## src/rtl/dsgp_pkg.sv

```systemverilog
// Shared types, widths and codes of the drifting square-grating pixel generator.
// Used by every module of the block; depends on nothing.
package dsgp_pkg;

    // Default parameter values
    localparam int DEF_COORD_BITS = 12;
    localparam int DEF_FRAC_BITS  = 14;

    // Fixed field widths
    localparam int MODE_W  = 3;
    localparam int COEF_W  = 16;
    localparam int WL_W    = 12;
    localparam int SPEED_W = 13;
    localparam int TIME_W  = 16;
    localparam int PIX_W   = 16;

    // Signed speed times unsigned frame time
    localparam int DRIFT_W = SPEED_W + TIME_W + 1;

    // Remainder bits resolved per pipeline stage
    localparam int DIV_STEP = 4;

    // Configuration port
    localparam int APB_DATA_W = 32;
    localparam int APB_ADDR_W = 5;
    localparam int REG_IDX_W  = APB_ADDR_W - 2;

    localparam logic [REG_IDX_W-1:0] REG_DIRECTION_MODE = 3'd0;
    localparam logic [REG_IDX_W-1:0] REG_COS_COEF       = 3'd1;
    localparam logic [REG_IDX_W-1:0] REG_SIN_COEF       = 3'd2;
    localparam logic [REG_IDX_W-1:0] REG_WAVE_LENGTH    = 3'd3;
    localparam logic [REG_IDX_W-1:0] REG_DRIFT_SPEED    = 3'd4;

    // Direction modes; every other code selects the general rotation
    localparam logic [MODE_W-1:0] MODE_NEG_COL = 3'd0;
    localparam logic [MODE_W-1:0] MODE_ROW     = 3'd1;
    localparam logic [MODE_W-1:0] MODE_COL     = 3'd2;
    localparam logic [MODE_W-1:0] MODE_NEG_ROW = 3'd3;

    // Reset values
    localparam logic [MODE_W-1:0]         RST_DIRECTION_MODE = 3'd2;
    localparam logic signed [COEF_W-1:0]  RST_COS_COEF       = 16'sd16384;
    localparam logic signed [COEF_W-1:0]  RST_SIN_COEF       = 16'sd0;
    localparam logic [WL_W-1:0]           RST_WAVE_LENGTH    = 12'd32;
    localparam logic signed [SPEED_W-1:0] RST_DRIFT_SPEED    = 13'sd0;

    localparam logic [PIX_W-1:0] PIX_WHITE = 16'hFFFF;
    localparam logic [PIX_W-1:0] PIX_BLACK = 16'h0000;

    // Settings seen by the datapath; wave_length is never zero here
    typedef struct packed {
        logic [MODE_W-1:0]         direction_mode;
        logic signed [COEF_W-1:0]  cos_coef;
        logic signed [COEF_W-1:0]  sin_coef;
        logic [WL_W-1:0]           wave_length;
        logic signed [SPEED_W-1:0] drift_speed;
    } t_cfg;

    // Width of the signed phase sum for a coordinate and fraction width
    function automatic int f_sum_width(input int coord_bits, input int frac_bits);
        int proj_w;
        proj_w = COEF_W + coord_bits + 2 - frac_bits;
        return ((proj_w > DRIFT_W) ? proj_w : DRIFT_W) + 1;
    endfunction

endpackage

```

## src/rtl/drifting_square_grating_pixel_top.sv

```systemverilog
// Top level of the drifting square-grating pixel generator.
// Instantiates dsgp_cfg, dsgp_proj and dsgp_mod; depends on dsgp_pkg.
//
//   port group        direction  handshake            payload
//   pixel in          in         i_valid / o_ready    i_pixel_col, i_pixel_row, i_frame_time
//   pixel out         out        o_valid / i_ready    o_pixel_value
//   register access   in         psel/penable/pready  paddr, pwdata, prdata
//
// One pixel enters and one leaves per cycle while the output is not stalled. The phase
// sum is S bits wide (31 bits at the default widths);
// the remainder stages resolve four bits of the phase each.
// Every stage holds its beat on its own, so a stall at the output fills the bubbles
// behind it first; nothing is dropped or repeated. Reset is synchronous, active low,
// and clears the stage valid bits and loads the register defaults.
module drifting_square_grating_pixel_top #(
    parameter int COORD_BITS = dsgp_pkg::DEF_COORD_BITS,
    parameter int FRAC_BITS  = dsgp_pkg::DEF_FRAC_BITS
) (
    input  logic                            i_clk,
    input  logic                            i_rst_n,
    input  logic                            psel,
    input  logic                            penable,
    input  logic                            pwrite,
    input  logic [dsgp_pkg::APB_ADDR_W-1:0] paddr,
    input  logic [dsgp_pkg::APB_DATA_W-1:0] pwdata,
    output logic [dsgp_pkg::APB_DATA_W-1:0] prdata,
    output logic                            pready,
    input  logic                            i_valid,
    output logic                            o_ready,
    input  logic [COORD_BITS-1:0]           i_pixel_col,
    input  logic [COORD_BITS-1:0]           i_pixel_row,
    input  logic [dsgp_pkg::TIME_W-1:0]     i_frame_time,
    output logic                            o_valid,
    input  logic                            i_ready,
    output logic [dsgp_pkg::PIX_W-1:0]      o_pixel_value
);
    import dsgp_pkg::*;

    localparam int S_W = f_sum_width(COORD_BITS, FRAC_BITS);

    t_cfg                  w_cfg;
    logic                  w_mid_valid;
    logic                  w_mid_ready;
    logic signed [S_W-1:0] w_mid_sum;

    dsgp_cfg u_cfg (
        .i_clk   (i_clk),
        .i_rst_n (i_rst_n),
        .psel    (psel),
        .penable (penable),
        .pwrite  (pwrite),
        .paddr   (paddr),
        .pwdata  (pwdata),
        .prdata  (prdata),
        .pready  (pready),
        .o_cfg   (w_cfg)
    );

    dsgp_proj #(
        .COORD_BITS (COORD_BITS),
        .FRAC_BITS  (FRAC_BITS)
    ) u_proj (
        .i_clk   (i_clk),
        .i_rst_n (i_rst_n),
        .i_cfg   (w_cfg),
        .i_valid (i_valid),
        .o_ready (o_ready),
        .i_col   (i_pixel_col),
        .i_row   (i_pixel_row),
        .i_time  (i_frame_time),
        .o_valid (w_mid_valid),
        .i_ready (w_mid_ready),
        .o_sum   (w_mid_sum)
    );

    dsgp_mod #(
        .COORD_BITS (COORD_BITS),
        .FRAC_BITS  (FRAC_BITS)
    ) u_mod (
        .i_clk         (i_clk),
        .i_rst_n       (i_rst_n),
        .i_cfg         (w_cfg),
        .i_valid       (w_mid_valid),
        .o_ready       (w_mid_ready),
        .i_sum         (w_mid_sum),
        .o_valid       (o_valid),
        .i_ready       (i_ready),
        .o_pixel_value (o_pixel_value)
    );

endmodule

```

## src/rtl/dsgp_cfg.sv

```systemverilog
// APB-style register file of the grating generator.
// Depends on dsgp_pkg for register codes, reset values and the t_cfg struct.
module dsgp_cfg (
    input  logic                                 i_clk,
    input  logic                                 i_rst_n,
    input  logic                                 psel,
    input  logic                                 penable,
    input  logic                                 pwrite,
    input  logic [dsgp_pkg::APB_ADDR_W-1:0]      paddr,
    input  logic [dsgp_pkg::APB_DATA_W-1:0]      pwdata,
    output logic [dsgp_pkg::APB_DATA_W-1:0]      prdata,
    output logic                                 pready,
    output dsgp_pkg::t_cfg                       o_cfg
);
    import dsgp_pkg::*;

    logic [MODE_W-1:0]         r_mode;
    logic signed [COEF_W-1:0]  r_cos;
    logic signed [COEF_W-1:0]  r_sin;
    logic [WL_W-1:0]           r_wl;
    logic signed [SPEED_W-1:0] r_speed;
    logic                      w_wr;
    logic [REG_IDX_W-1:0]      w_idx;

    assign pready = 1'b1;
    assign w_wr   = psel && penable && pwrite;
    assign w_idx  = paddr[APB_ADDR_W-1:2];

    always_ff @(posedge i_clk) begin
        if (!i_rst_n) begin
            r_mode  <= RST_DIRECTION_MODE;
            r_cos   <= RST_COS_COEF;
            r_sin   <= RST_SIN_COEF;
            r_wl    <= RST_WAVE_LENGTH;
            r_speed <= RST_DRIFT_SPEED;
        end else if (w_wr) begin
            case (w_idx)
                REG_DIRECTION_MODE: r_mode  <= pwdata[MODE_W-1:0];
                REG_COS_COEF:       r_cos   <= pwdata[COEF_W-1:0];
                REG_SIN_COEF:       r_sin   <= pwdata[COEF_W-1:0];
                REG_WAVE_LENGTH:    r_wl    <= pwdata[WL_W-1:0];
                REG_DRIFT_SPEED:    r_speed <= pwdata[SPEED_W-1:0];
                default: ;
            endcase
        end
    end

    always_comb begin
        case (w_idx)
            REG_DIRECTION_MODE: prdata = APB_DATA_W'(r_mode);
            REG_COS_COEF:       prdata = APB_DATA_W'($unsigned(r_cos));
            REG_SIN_COEF:       prdata = APB_DATA_W'($unsigned(r_sin));
            REG_WAVE_LENGTH:    prdata = APB_DATA_W'(r_wl);
            REG_DRIFT_SPEED:    prdata = APB_DATA_W'($unsigned(r_speed));
            default:            prdata = '0;
        endcase
    end

    always_comb begin
        o_cfg.direction_mode = r_mode;
        o_cfg.cos_coef       = r_cos;
        o_cfg.sin_coef       = r_sin;
        // a zero period behaves as a period of one
        o_cfg.wave_length    = (r_wl == '0) ? WL_W'(1) : r_wl;
        o_cfg.drift_speed    = r_speed;
    end

endmodule

```

## src/rtl/dsgp_proj.sv

```systemverilog
// Front pipeline: projects the pixel onto the drift direction and adds the drift.
// Four stages: multiply, sum, truncate toward zero, add drift. Depends on dsgp_pkg.
module dsgp_proj #(
    parameter int COORD_BITS = dsgp_pkg::DEF_COORD_BITS,
    parameter int FRAC_BITS  = dsgp_pkg::DEF_FRAC_BITS
) (
    input  logic                         i_clk,
    input  logic                         i_rst_n,
    input  dsgp_pkg::t_cfg               i_cfg,
    input  logic                         i_valid,
    output logic                         o_ready,
    input  logic [COORD_BITS-1:0]        i_col,
    input  logic [COORD_BITS-1:0]        i_row,
    input  logic [dsgp_pkg::TIME_W-1:0]  i_time,
    output logic                         o_valid,
    input  logic                         i_ready,
    output logic signed [dsgp_pkg::f_sum_width(COORD_BITS, FRAC_BITS)-1:0] o_sum
);
    import dsgp_pkg::*;

    localparam int PROD_W = COEF_W + COORD_BITS + 1;
    localparam int ACC_W  = PROD_W + 1;
    localparam int PROJ_W = ACC_W - FRAC_BITS;
    localparam int S_W    = f_sum_width(COORD_BITS, FRAC_BITS);
    localparam int NSTG   = 4;

    logic [NSTG-1:0] r_vld;
    logic [NSTG-1:0] w_en;

    // stage 1
    logic signed [PROD_W-1:0]  r1_pc;
    logic signed [PROD_W-1:0]  r1_ps;
    logic signed [DRIFT_W-1:0] r1_dr;
    logic [COORD_BITS-1:0]     r1_col;
    logic [COORD_BITS-1:0]     r1_row;
    // stage 2
    logic signed [ACC_W-1:0]   r2_acc;
    logic signed [PROJ_W-1:0]  r2_exact;
    logic                      r2_gen;
    logic signed [DRIFT_W-1:0] r2_dr;
    // stage 3
    logic signed [PROJ_W-1:0]  r3_proj;
    logic signed [DRIFT_W-1:0] r3_dr;
    // stage 4
    logic signed [S_W-1:0]     r4_sum;

    logic signed [PROJ_W-1:0]  w_col;
    logic signed [PROJ_W-1:0]  w_row;
    logic signed [PROJ_W-1:0]  n_exact;
    logic                      n_gen;
    logic signed [PROJ_W-1:0]  w_floor;
    logic                      w_round_up;

    always_comb begin
        w_en[NSTG-1] = !r_vld[NSTG-1] || i_ready;
        for (int i = NSTG - 2; i >= 0; i--) begin
            w_en[i] = !r_vld[i] || w_en[i+1];
        end
    end

    assign o_ready = w_en[0];
    assign o_valid = r_vld[NSTG-1];
    assign o_sum   = r4_sum;

    always_ff @(posedge i_clk) begin
        if (!i_rst_n) begin
            r_vld <= '0;
        end else begin
            if (w_en[0]) begin
                r_vld[0] <= i_valid;
            end
            for (int i = 1; i < NSTG; i++) begin
                if (w_en[i]) begin
                    r_vld[i] <= r_vld[i-1];
                end
            end
        end
    end

    // stage 1: the three products
    always_ff @(posedge i_clk) begin
        if (w_en[0]) begin
            r1_pc  <= PROD_W'(i_cfg.cos_coef) * PROD_W'($signed({1'b0, i_col}));
            r1_ps  <= PROD_W'(i_cfg.sin_coef) * PROD_W'($signed({1'b0, i_row}));
            r1_dr  <= DRIFT_W'(i_cfg.drift_speed) * DRIFT_W'($signed({1'b0, i_time}));
            r1_col <= i_col;
            r1_row <= i_row;
        end
    end

    // stage 2: rotation sum and the exact right-angle forms
    assign w_col = PROJ_W'($signed({1'b0, r1_col}));
    assign w_row = PROJ_W'($signed({1'b0, r1_row}));

    always_comb begin
        n_gen = 1'b0;
        case (i_cfg.direction_mode)
            MODE_NEG_COL: n_exact = -w_col;
            MODE_ROW:     n_exact = w_row;
            MODE_COL:     n_exact = w_col;
            MODE_NEG_ROW: n_exact = -w_row;
            default: begin
                n_exact = '0;
                n_gen   = 1'b1;
            end
        endcase
    end

    always_ff @(posedge i_clk) begin
        if (w_en[1]) begin
            r2_acc   <= ACC_W'(r1_pc) + ACC_W'(r1_ps);
            r2_exact <= n_exact;
            r2_gen   <= n_gen;
            r2_dr    <= r1_dr;
        end
    end

    // stage 3: drop the fraction, rounding toward zero
    assign w_floor    = r2_acc[ACC_W-1:FRAC_BITS];
    assign w_round_up = r2_acc[ACC_W-1] && (|r2_acc[FRAC_BITS-1:0]);

    always_ff @(posedge i_clk) begin
        if (w_en[2]) begin
            r3_proj <= r2_gen ? (w_floor + PROJ_W'(w_round_up)) : r2_exact;
            r3_dr   <= r2_dr;
        end
    end

    // stage 4: add the drift
    always_ff @(posedge i_clk) begin
        if (w_en[3]) begin
            r4_sum <= S_W'(r3_proj) + S_W'(r3_dr);
        end
    end

endmodule

```

## src/rtl/dsgp_mod.sv

```systemverilog
// Back pipeline: non-negative remainder by the wavelength and the stripe decision.
// Magnitude stage, DIV_STEP remainder bits per stage, then the output register.
// Depends on dsgp_pkg.
module dsgp_mod #(
    parameter int COORD_BITS = dsgp_pkg::DEF_COORD_BITS,
    parameter int FRAC_BITS  = dsgp_pkg::DEF_FRAC_BITS
) (
    input  logic                         i_clk,
    input  logic                         i_rst_n,
    input  dsgp_pkg::t_cfg               i_cfg,
    input  logic                         i_valid,
    output logic                         o_ready,
    input  logic signed [dsgp_pkg::f_sum_width(COORD_BITS, FRAC_BITS)-1:0] i_sum,
    output logic                         o_valid,
    input  logic                         i_ready,
    output logic [dsgp_pkg::PIX_W-1:0]   o_pixel_value
);
    import dsgp_pkg::*;

    localparam int S_W   = f_sum_width(COORD_BITS, FRAC_BITS);
    localparam int NDIV  = (S_W + DIV_STEP - 1) / DIV_STEP;
    localparam int DVD_W = NDIV * DIV_STEP;
    localparam int NSTG  = NDIV + 2;

    logic [NSTG-1:0]  r_vld;
    logic [NSTG-1:0]  w_en;

    logic [S_W-1:0]   r_mag;
    logic             r_mag_neg;

    logic [WL_W-1:0]  r_rem [NDIV];
    logic [DVD_W-1:0] r_dvd [NDIV];
    logic             r_neg [NDIV];

    logic [PIX_W-1:0] r_pix;
    logic             w_nz;
    logic [WL_W:0]    w_rem2;
    logic [WL_W:0]    w_wl;
    logic             w_white;

    // Shift DIV_STEP dividend bits into the running remainder.
    function automatic logic [WL_W-1:0] f_div_step(
        input logic [WL_W-1:0]     rem,
        input logic [DIV_STEP-1:0] bits,
        input logic [WL_W-1:0]     wl
    );
        logic [WL_W:0]   acc;
        logic [WL_W-1:0] cur;
        cur = rem;
        for (int i = DIV_STEP - 1; i >= 0; i--) begin
            acc = {cur, bits[i]};
            if (acc >= {1'b0, wl}) begin
                acc = acc - {1'b0, wl};
            end
            cur = acc[WL_W-1:0];
        end
        return cur;
    endfunction

    always_comb begin
        w_en[NSTG-1] = !r_vld[NSTG-1] || i_ready;
        for (int i = NSTG - 2; i >= 0; i--) begin
            w_en[i] = !r_vld[i] || w_en[i+1];
        end
    end

    assign o_ready       = w_en[0];
    assign o_valid       = r_vld[NSTG-1];
    assign o_pixel_value = r_pix;

    always_ff @(posedge i_clk) begin
        if (!i_rst_n) begin
            r_vld <= '0;
        end else begin
            if (w_en[0]) begin
                r_vld[0] <= i_valid;
            end
            for (int i = 1; i < NSTG; i++) begin
                if (w_en[i]) begin
                    r_vld[i] <= r_vld[i-1];
                end
            end
        end
    end

    // magnitude and sign of the phase
    always_ff @(posedge i_clk) begin
        if (w_en[0]) begin
            r_mag_neg <= i_sum[S_W-1];
            r_mag     <= i_sum[S_W-1] ? (~$unsigned(i_sum) + S_W'(1)) : $unsigned(i_sum);
        end
    end

    for (genvar k = 0; k < NDIV; k++) begin : g_div
        logic [WL_W-1:0]  w_rem_in;
        logic [DVD_W-1:0] w_dvd_in;
        logic             w_neg_in;

        if (k == 0) begin : g_first
            assign w_rem_in = '0;
            assign w_dvd_in = DVD_W'(r_mag);
            assign w_neg_in = r_mag_neg;
        end else begin : g_next
            assign w_rem_in = r_rem[k-1];
            assign w_dvd_in = r_dvd[k-1];
            assign w_neg_in = r_neg[k-1];
        end

        always_ff @(posedge i_clk) begin
            if (w_en[k+1]) begin
                r_rem[k] <= f_div_step(w_rem_in, w_dvd_in[DVD_W-1 -: DIV_STEP],
                                       i_cfg.wave_length);
                r_dvd[k] <= w_dvd_in << DIV_STEP;
                r_neg[k] <= w_neg_in;
            end
        end
    end

    // A negative phase with remainder m folds to wl - m; 2(wl - m) <= wl is 2m >= wl.
    assign w_nz    = |r_rem[NDIV-1];
    assign w_rem2  = {r_rem[NDIV-1], 1'b0};
    assign w_wl    = {1'b0, i_cfg.wave_length};
    assign w_white = (r_neg[NDIV-1] && w_nz) ? (w_rem2 >= w_wl) : (w_rem2 <= w_wl);

    always_ff @(posedge i_clk) begin
        if (w_en[NSTG-1]) begin
            r_pix <= w_white ? PIX_WHITE : PIX_BLACK;
        end
    end

endmodule

```

## config.mk

```make
export PLATFORM = sky130hd
export DESIGN_NAME = drifting_square_grating_pixel_top
export DESIGN_NICKNAME = d
export VERILOG_FILES = /design/src/rtl/dsgp_pkg.sv /design/src/rtl/drifting_square_grating_pixel_top.sv /design/src/rtl/dsgp_cfg.sv /design/src/rtl/dsgp_proj.sv /design/src/rtl/dsgp_mod.sv
export SDC_FILE = /design/constraint.sdc
export NUM_CORES = 2
export LEC_CHECK = 0
export ABC_AREA = 1
export BUFFER_PORTS_ARGS = -buffer_cell sky130_fd_sc_hd__buf_2
export CORE_MARGIN = 10
export CORE_UTILIZATION = 26
export DETAILED_ROUTE_END_ITERATION = 8
export GPL_TIMING_DRIVEN = 0
export RECOVER_POWER = 25
export SLEW_MARGIN = 25
export SYNTH_ARGS = -nofsm -noshare
export SYNTH_HDL_FRONTEND = slang
export SYNTH_SLANG_ARGS = --single-unit
```

## constraint.sdc

```tcl
create_clock -name i_clk -period 9.6 [get_ports i_clk]
set_clock_uncertainty 0.2 [all_clocks]
set_input_delay 0.48 -clock i_clk [delete_from_list [all_inputs] [get_ports i_clk]]
set_output_delay 0.48 -clock i_clk [all_outputs]
set_load 0.01 [all_outputs]
```

Yosys cells after proc, flatten, opt, wreduce, memory -nomap -nowiden
Memory sizes are Yosys's and may differ from the RTL's.
Cells that the tools add are included.
{"block": "op_classes", "add_sub_neg": 38, "mul": 3, "order_cmp": 34, "eq_ne": 7, "muxes": 88, "n_bitwise": 1, "n_reduce_logical": 43}
{"operator": "$mux W12", "n": 65}
{"operator": "$ge A13 B12 Y1", "n": 32}
{"operator": "$sub A12 B12 Y12", "n": 31}
{"operator": "$pmux W16 S5", "n": 1}
{"operator": "$pmux W16 S4", "n": 1}
{"operator": "$mul A16 B13 Y29", "n": 2}
{"operator": "$mux W16", "n": 2}
{"operator": "$neg A12 Y16", "n": 2}
{"operator": "$add A16 B30 Y31", "n": 1}
{"operator": "$add A31 B1 Y31 const B", "n": 1}
{"operator": "$not A31 Y31", "n": 1}
{"operator": "$add A29 B29 Y30", "n": 1}
{"operator": "$mul A13 B17 Y30", "n": 1}
{"operator": "$mux W30", "n": 1}
{"operator": "$mux W1", "n": 18}
{"operator": "$add A16 B1 Y16", "n": 1}
{"operator": "$logic_not A1 Y1", "n": 14}
{"operator": "$logic_or A1 B1 Y1", "n": 14}
{"operator": "$reduce_or A14 Y1", "n": 1}
{"operator": "$le A13 B12 Y1", "n": 1}
{"operator": "$eq A3 B2 Y1 const B", "n": 4}
{"operator": "$ge A1 B12 Y1 const A", "n": 1}
{"operator": "$logic_not A12 Y1", "n": 1}
{"operator": "$reduce_or A12 Y1", "n": 1}
{"operator": "7 further kinds", "n": 16}
{"block": "totals", "reg_bits": 388, "mem_bits_rw": 328, "in_bits": 84, "out_inout_bits": 51, "mem_count": 3}
{"memory": "u_mod.r_dvd", "words": 8, "word_bits": 28, "rd": 7, "rd_ports_with_merged_regs": 0, "write_ports": 8, "line": "dsgp_mod.sv:32", "source": "logic [DVD_W-1:0] r_dvd [NDIV];"}
{"memory": "u_mod.r_rem", "words": 8, "word_bits": 12, "rd": 8, "rd_ports_with_merged_regs": 0, "write_ports": 8, "line": "dsgp_mod.sv:31", "source": "logic [WL_W-1:0] r_rem [NDIV];"}
{"memory": "u_mod.r_neg", "words": 8, "word_bits": 1, "rd": 8, "rd_ports_with_merged_regs": 0, "write_ports": 8, "line": "dsgp_mod.sv:33", "source": "logic r_neg [NDIV];"}

Depth between registers and ports, before layout
{"block": "logic_depth", "depth_word": 20, "ltp_mapped": 54, "mapped_depth_nobuf": 51}

Modules after synthesis
Synthesis repeated with hierarchy kept, for this count alone.
{"block": "unflattened", "cells_unflattened": 9856, "hier_area_um2": 72488.3}
{"mod": "dsgp_proj", "instances": 1, "cells_each": 4800, "area_each_um2": 37538.5, "seq_area_each_um2": 8067.7}
{"mod": "dsgp_mod", "instances": 1, "cells_each": 4528, "area_each_um2": 31600.3, "seq_area_each_um2": 7677.4}
{"mod": "dsgp_cfg", "instances": 1, "cells_each": 528, "area_each_um2": 3349.5, "seq_area_each_um2": 1201.2}

Least setup slack after synthesis
Ideal clock, no wire load.
{"block": "synth_path", "kind": "flip-flop to flip-flop", "startpoint": "register u_cfg.r_wl[1]", "endpoint": "memory u_mod.r_rem[1][1] (netlist: u_mod.r_rem[0][13]), data pin", "arrival_time_ns": 8.434, "path_slack_ns": 0.713, "stages_incl_launch_ff": 45, "n_path_buf": 3, "period_less_slack_ns": 8.887, "cell_sequence": "dfxtp_1 -> inv_1 -> nand4_1 -> nand2_1 -> ha_1 -> inv_1 -> fa_1 -> nand3_1 -> nand3_1 -> a211o_1 -> or2_2 -> nand3_1 -> nand2_1 -> ha_1 -> nand2_1 -> nor2_1 -> nand3_1 -> nand4_1 -> [... 9 more ...] -> and3_1 -> a211o_1 -> o21ai_2 -> nand3_4 -> buf_4 -> nand2_1 -> o21ai_0 -> ha_1 -> a21oi_1 -> nand2_1 -> nand3_1 -> o2111ai_1 -> o21ai_0 -> nand2_1 -> nand3b_1 -> buf_2 -> nand2_1 -> nand2_1"}
{"item": "start, declared", "line": "dsgp_cfg.sv:20", "source": "logic [WL_W-1:0] r_wl;"}
{"item": "start signal, assigned", "line": "dsgp_cfg.sv:41", "source": "REG_WAVE_LENGTH: r_wl <= pwdata[WL_W-1:0];"}
{"item": "end, declared", "line": "dsgp_mod.sv:31"}

==> flow_metrics.py <==
metrics = {
    "run_status": {
        "status": "finished, violations left",
        "violations": "capacitance limit, slew limit",
    },
    "detailed_routing": {
        "routed_wl_um": 186000,
        "via_count": 55400,
        "drt-wirelength-per-cell_um": 15.2,
        "drt_iter0_markers": 3930,
        "drtPass1Iterations": 6,
        "drt_drc_violations_left": 0,
        "postRouteAntennaNets": 0,
        "vias_per_cell": 4.53,
    },
    "place": {
        "hpwl_um": 149000,
        "dpl_cell_area_um2": 72800,
        "io_buffer_count": 98,
        "gp_congestion": 0.911,
        "place_ws_ns": -0.363,
    },
    "timing": {
        "whs_ns": 0.133,
        "finalHoldViolations": 0,
        "fin_crit_ns": 8.99,
        "tightest_slew_ns": 1.58,
        "setup_tns_ns": 0,
        "clock.fmax_mhz": 111,
        "fin_crit_sh_pct": 93.7,
        "timing.final.setup_violations": 0,
        "postLayoutSetupSlackWorst_ns": 0.608,
        "slew_violations": 9,
        "slew_headroom_pct": -5.87,
    },
    "critical_path": {
        "crit_path_end_kind": "register",
        "cp_common_cell": "nand2_1",
        "cp_max_fo": 17,
        "start_kind": "register",
        "worst_ep_required_time_ns": 9.81,
        "worst_ep_arrival_time_ns": 9.20,
        "slowest_delay_ns": 0.48,
        "cpMaxStageDelayCell": "fa_1",
        "critPathKind": "register to register",
    },
    "layout": {
        "final_cell_area_um2": 75800,
        "drive_gt1_share_pct": 5.91,
        "area_growth_syn_to_layout_pct": 12.2,
        "final_common_cell": "nand2_1",
        "layout_common_cells": "2200 x nand2_1, 1530 x inv_1, 683 x ha_1, 542 x fa_1, 515 x edfxtp_1",
        "fin_nets": 10100,
    },
    "min_path": {
        "min-delay-path-class": "primary input to register",
    },
    "synthesis": {
        "synth_xor_area_share_pct": 5.49,
        "muxShareOfSynthArea_pct": 0,
        "synth_top_area_cell": "edfxtp_1",
        "syn_area_um2": 67500,
        "synthArstFlopShare_pct": 0,
        "synth_compound_area_share_pct": 9.12,
        "synth_fa_ha_area_share_pct": 28.8,
        "synth-edff-count": 515,
        "yosysSeqAreaShare_pct": 25.1,
        "yosysWarnings": 0,
        "synthFlopType": "edfxtp_1",
        "synth.distinct_cells": 66,
        "synth-simple-area-share_pct": 21.1,
        "synth_top_family_by_area": "adder cells",
        "postSynthAreaPerCell_um2": 7.96,
        "ys_seq_elements": 589,
        "syn_inst": 8480,
        "synth_top_area_share_pct": 22.9,
        "synth.area.top_cells": "edfxtp_1 23%, fa_1 16%, ha_1 13%",
    },
    "clock_tree": {
        "cts_tree": "built",
        "numCtsBuffers": 60,
        "cts-root-buf": "clkbuf_16",
        "htree_num_levels": 2,
        "cts_buffer_depth": 3,
        "path_clk_slew_ns": 0.07,
        "cts.sinks": 589,
        "clkLatencyLatePin_ns": 0.72,
    },
    "die": {
        "placementRows": 187,
        "die_area_um2": 281000,
        "start_util_pct": 26.1,
        "dieWidth_um": 530,
        "dieHeight_um": 530,
        "coreArea_um2": 259000,
        "io_pins": 135,
    },
    "global_route": {
        "grt_pass1_vias": 53300,
        "grt_max_degree": 57,
        "antenna_found_initial": 10,
        "grt_pass1_wl_um": 292000,
        "grtUsageTotal_pct": 12.8,
        "overflow": 0,
    },
    "flow_run": {
        "maxCapViolCount": 1,
    },
}
==> what timing repair did <==
action | 4_1_cts | 5_1_grt
gates cloned | 1 | 3
pin swaps | 2 | 13
hold endpoints to repair | 84 | 1
setup buffers | 6 | 21
gates resized for setup | 3 | 58
endpoints found under the setup margin | 66 | 84
hold buffers | 43 | 1
==> cell type report <==
type / count / area [µm²]
Sequential cell: 589 / 16900
Tap cell: 3402 / 4260
Multi-Input combinational cell: 6119 / 43800
Inverter: 1566 / 5970
Fill cell: 27700 / 183000
Timing Repair Buffer: 188 / 1550
Clock inverter: 47 / 551
Buffer: 227 / 1160
Antenna cell: 2 / 5.00
Clock buffer: 67 / 1530
==> flip-flops by register name, summed over array words and instances (netlist names), 3 cells and up <==
register         cells
u_cfg.r_sin         16
u_proj.r_vld         4
u_proj.r1_pc        29
u_mod.r_mag         31
u_proj.r2_exact     16
u_proj.r1_dr        30
u_cfg.r_wl          12
u_proj.r1_row       12
u_proj.r1_ps        29
u_mod.r_neg          8
u_mod.r_rem         96
u_proj.r3_dr        30
u_proj.r3_proj      16
u_mod.r_dvd        112
u_cfg.r_cos         16
u_cfg.r_mode         3
u_mod.r_vld         10
u_proj.r2_acc       30
u_proj.r1_col       12
u_proj.o_sum        31
u_proj.r2_dr        30
u_cfg.r_speed       13
==> Yosys cell counts (all sizes together) (33+ instances only) <==
cell type / instances
nand2: 2232
nor3: 69
o21bai: 37
nand3: 379
buf: 79
xnor2: 134
inv: 1565
nand4: 110
a21o: 33
fa: 543
edfxtp: 515
nor2: 486
o21ai: 403
a21oi: 446
xor2: 289
clkbuf: 148
dfxtp: 74
ha: 685
or2: 41
==> layer usage <==
metal,part of all wire (%),wire [µm],vias up,track usage (%)
met2,45,83000,1357,20.8
li1,-,-,27700,-
met5,0.035,65,-,0
met4,3.1,5830,10,3.58
met3,5.7,10500,267,1.55
met1,47,86500,26000,18.0
==> cells by family (layout without fill, tap and decap cells) <==
| group | Yosys count | after routing |
|---|---|---|
| simple gates | 3368 | 3369 |
| xor+xnor | 423 | 423 |
| flops | 589 | 589 |
| compound gates | 1077 | 1077 |
| buf+inv | 1793 | 2095 |
| fa+ha+maj | 1228 | 1228 |
| other cells | 2 | 24 |
==> through the flow <==
| stage | std cells | utilization (%) |
|---|---|---|
| 6_report | 12200 | 29.3 |
| 3_5_place_dp | 12000 | 28.1 |
| 2_1_floorplan | 8500 | - |
| 3_3_place_gp | 12000 | 27.9 |
| 5_1_grt | 12200 | 29.3 |
| 4_1_cts | 12200 | 29.1 |
==> final timing paths <==
path	slack [ns]	cells past startpoint	startpoint	end
max	0.61	52	u_cfg.r_wl[10]	u_mod.r_rem[1][28]
min	0.13	7	paddr[2]	u_cfg.r_wl[5]
max reg2reg	0.61	52	u_cfg.r_wl[10]	u_mod.r_rem[1][28]
min reg2reg	0.21	0	u_mod.r_dvd[5][20]	u_mod.r_dvd[6][24]
==> critical path, delay by kind of cell, from the launching register on <==
family | cells | cell delay, ns
AND/OR/NAND/NOR | 28 | 3.07
buffers and inverters | 12 | 1.89
adder cells (fa/ha/maj) | 5 | 1.68
AO/OA/AOI/OAI | 7 | 1.51
flip-flops | 1 | 0.32
Power is not shown: default switching activity piles up to over one toggle a cycle in this logic, so the estimate is an artifact.
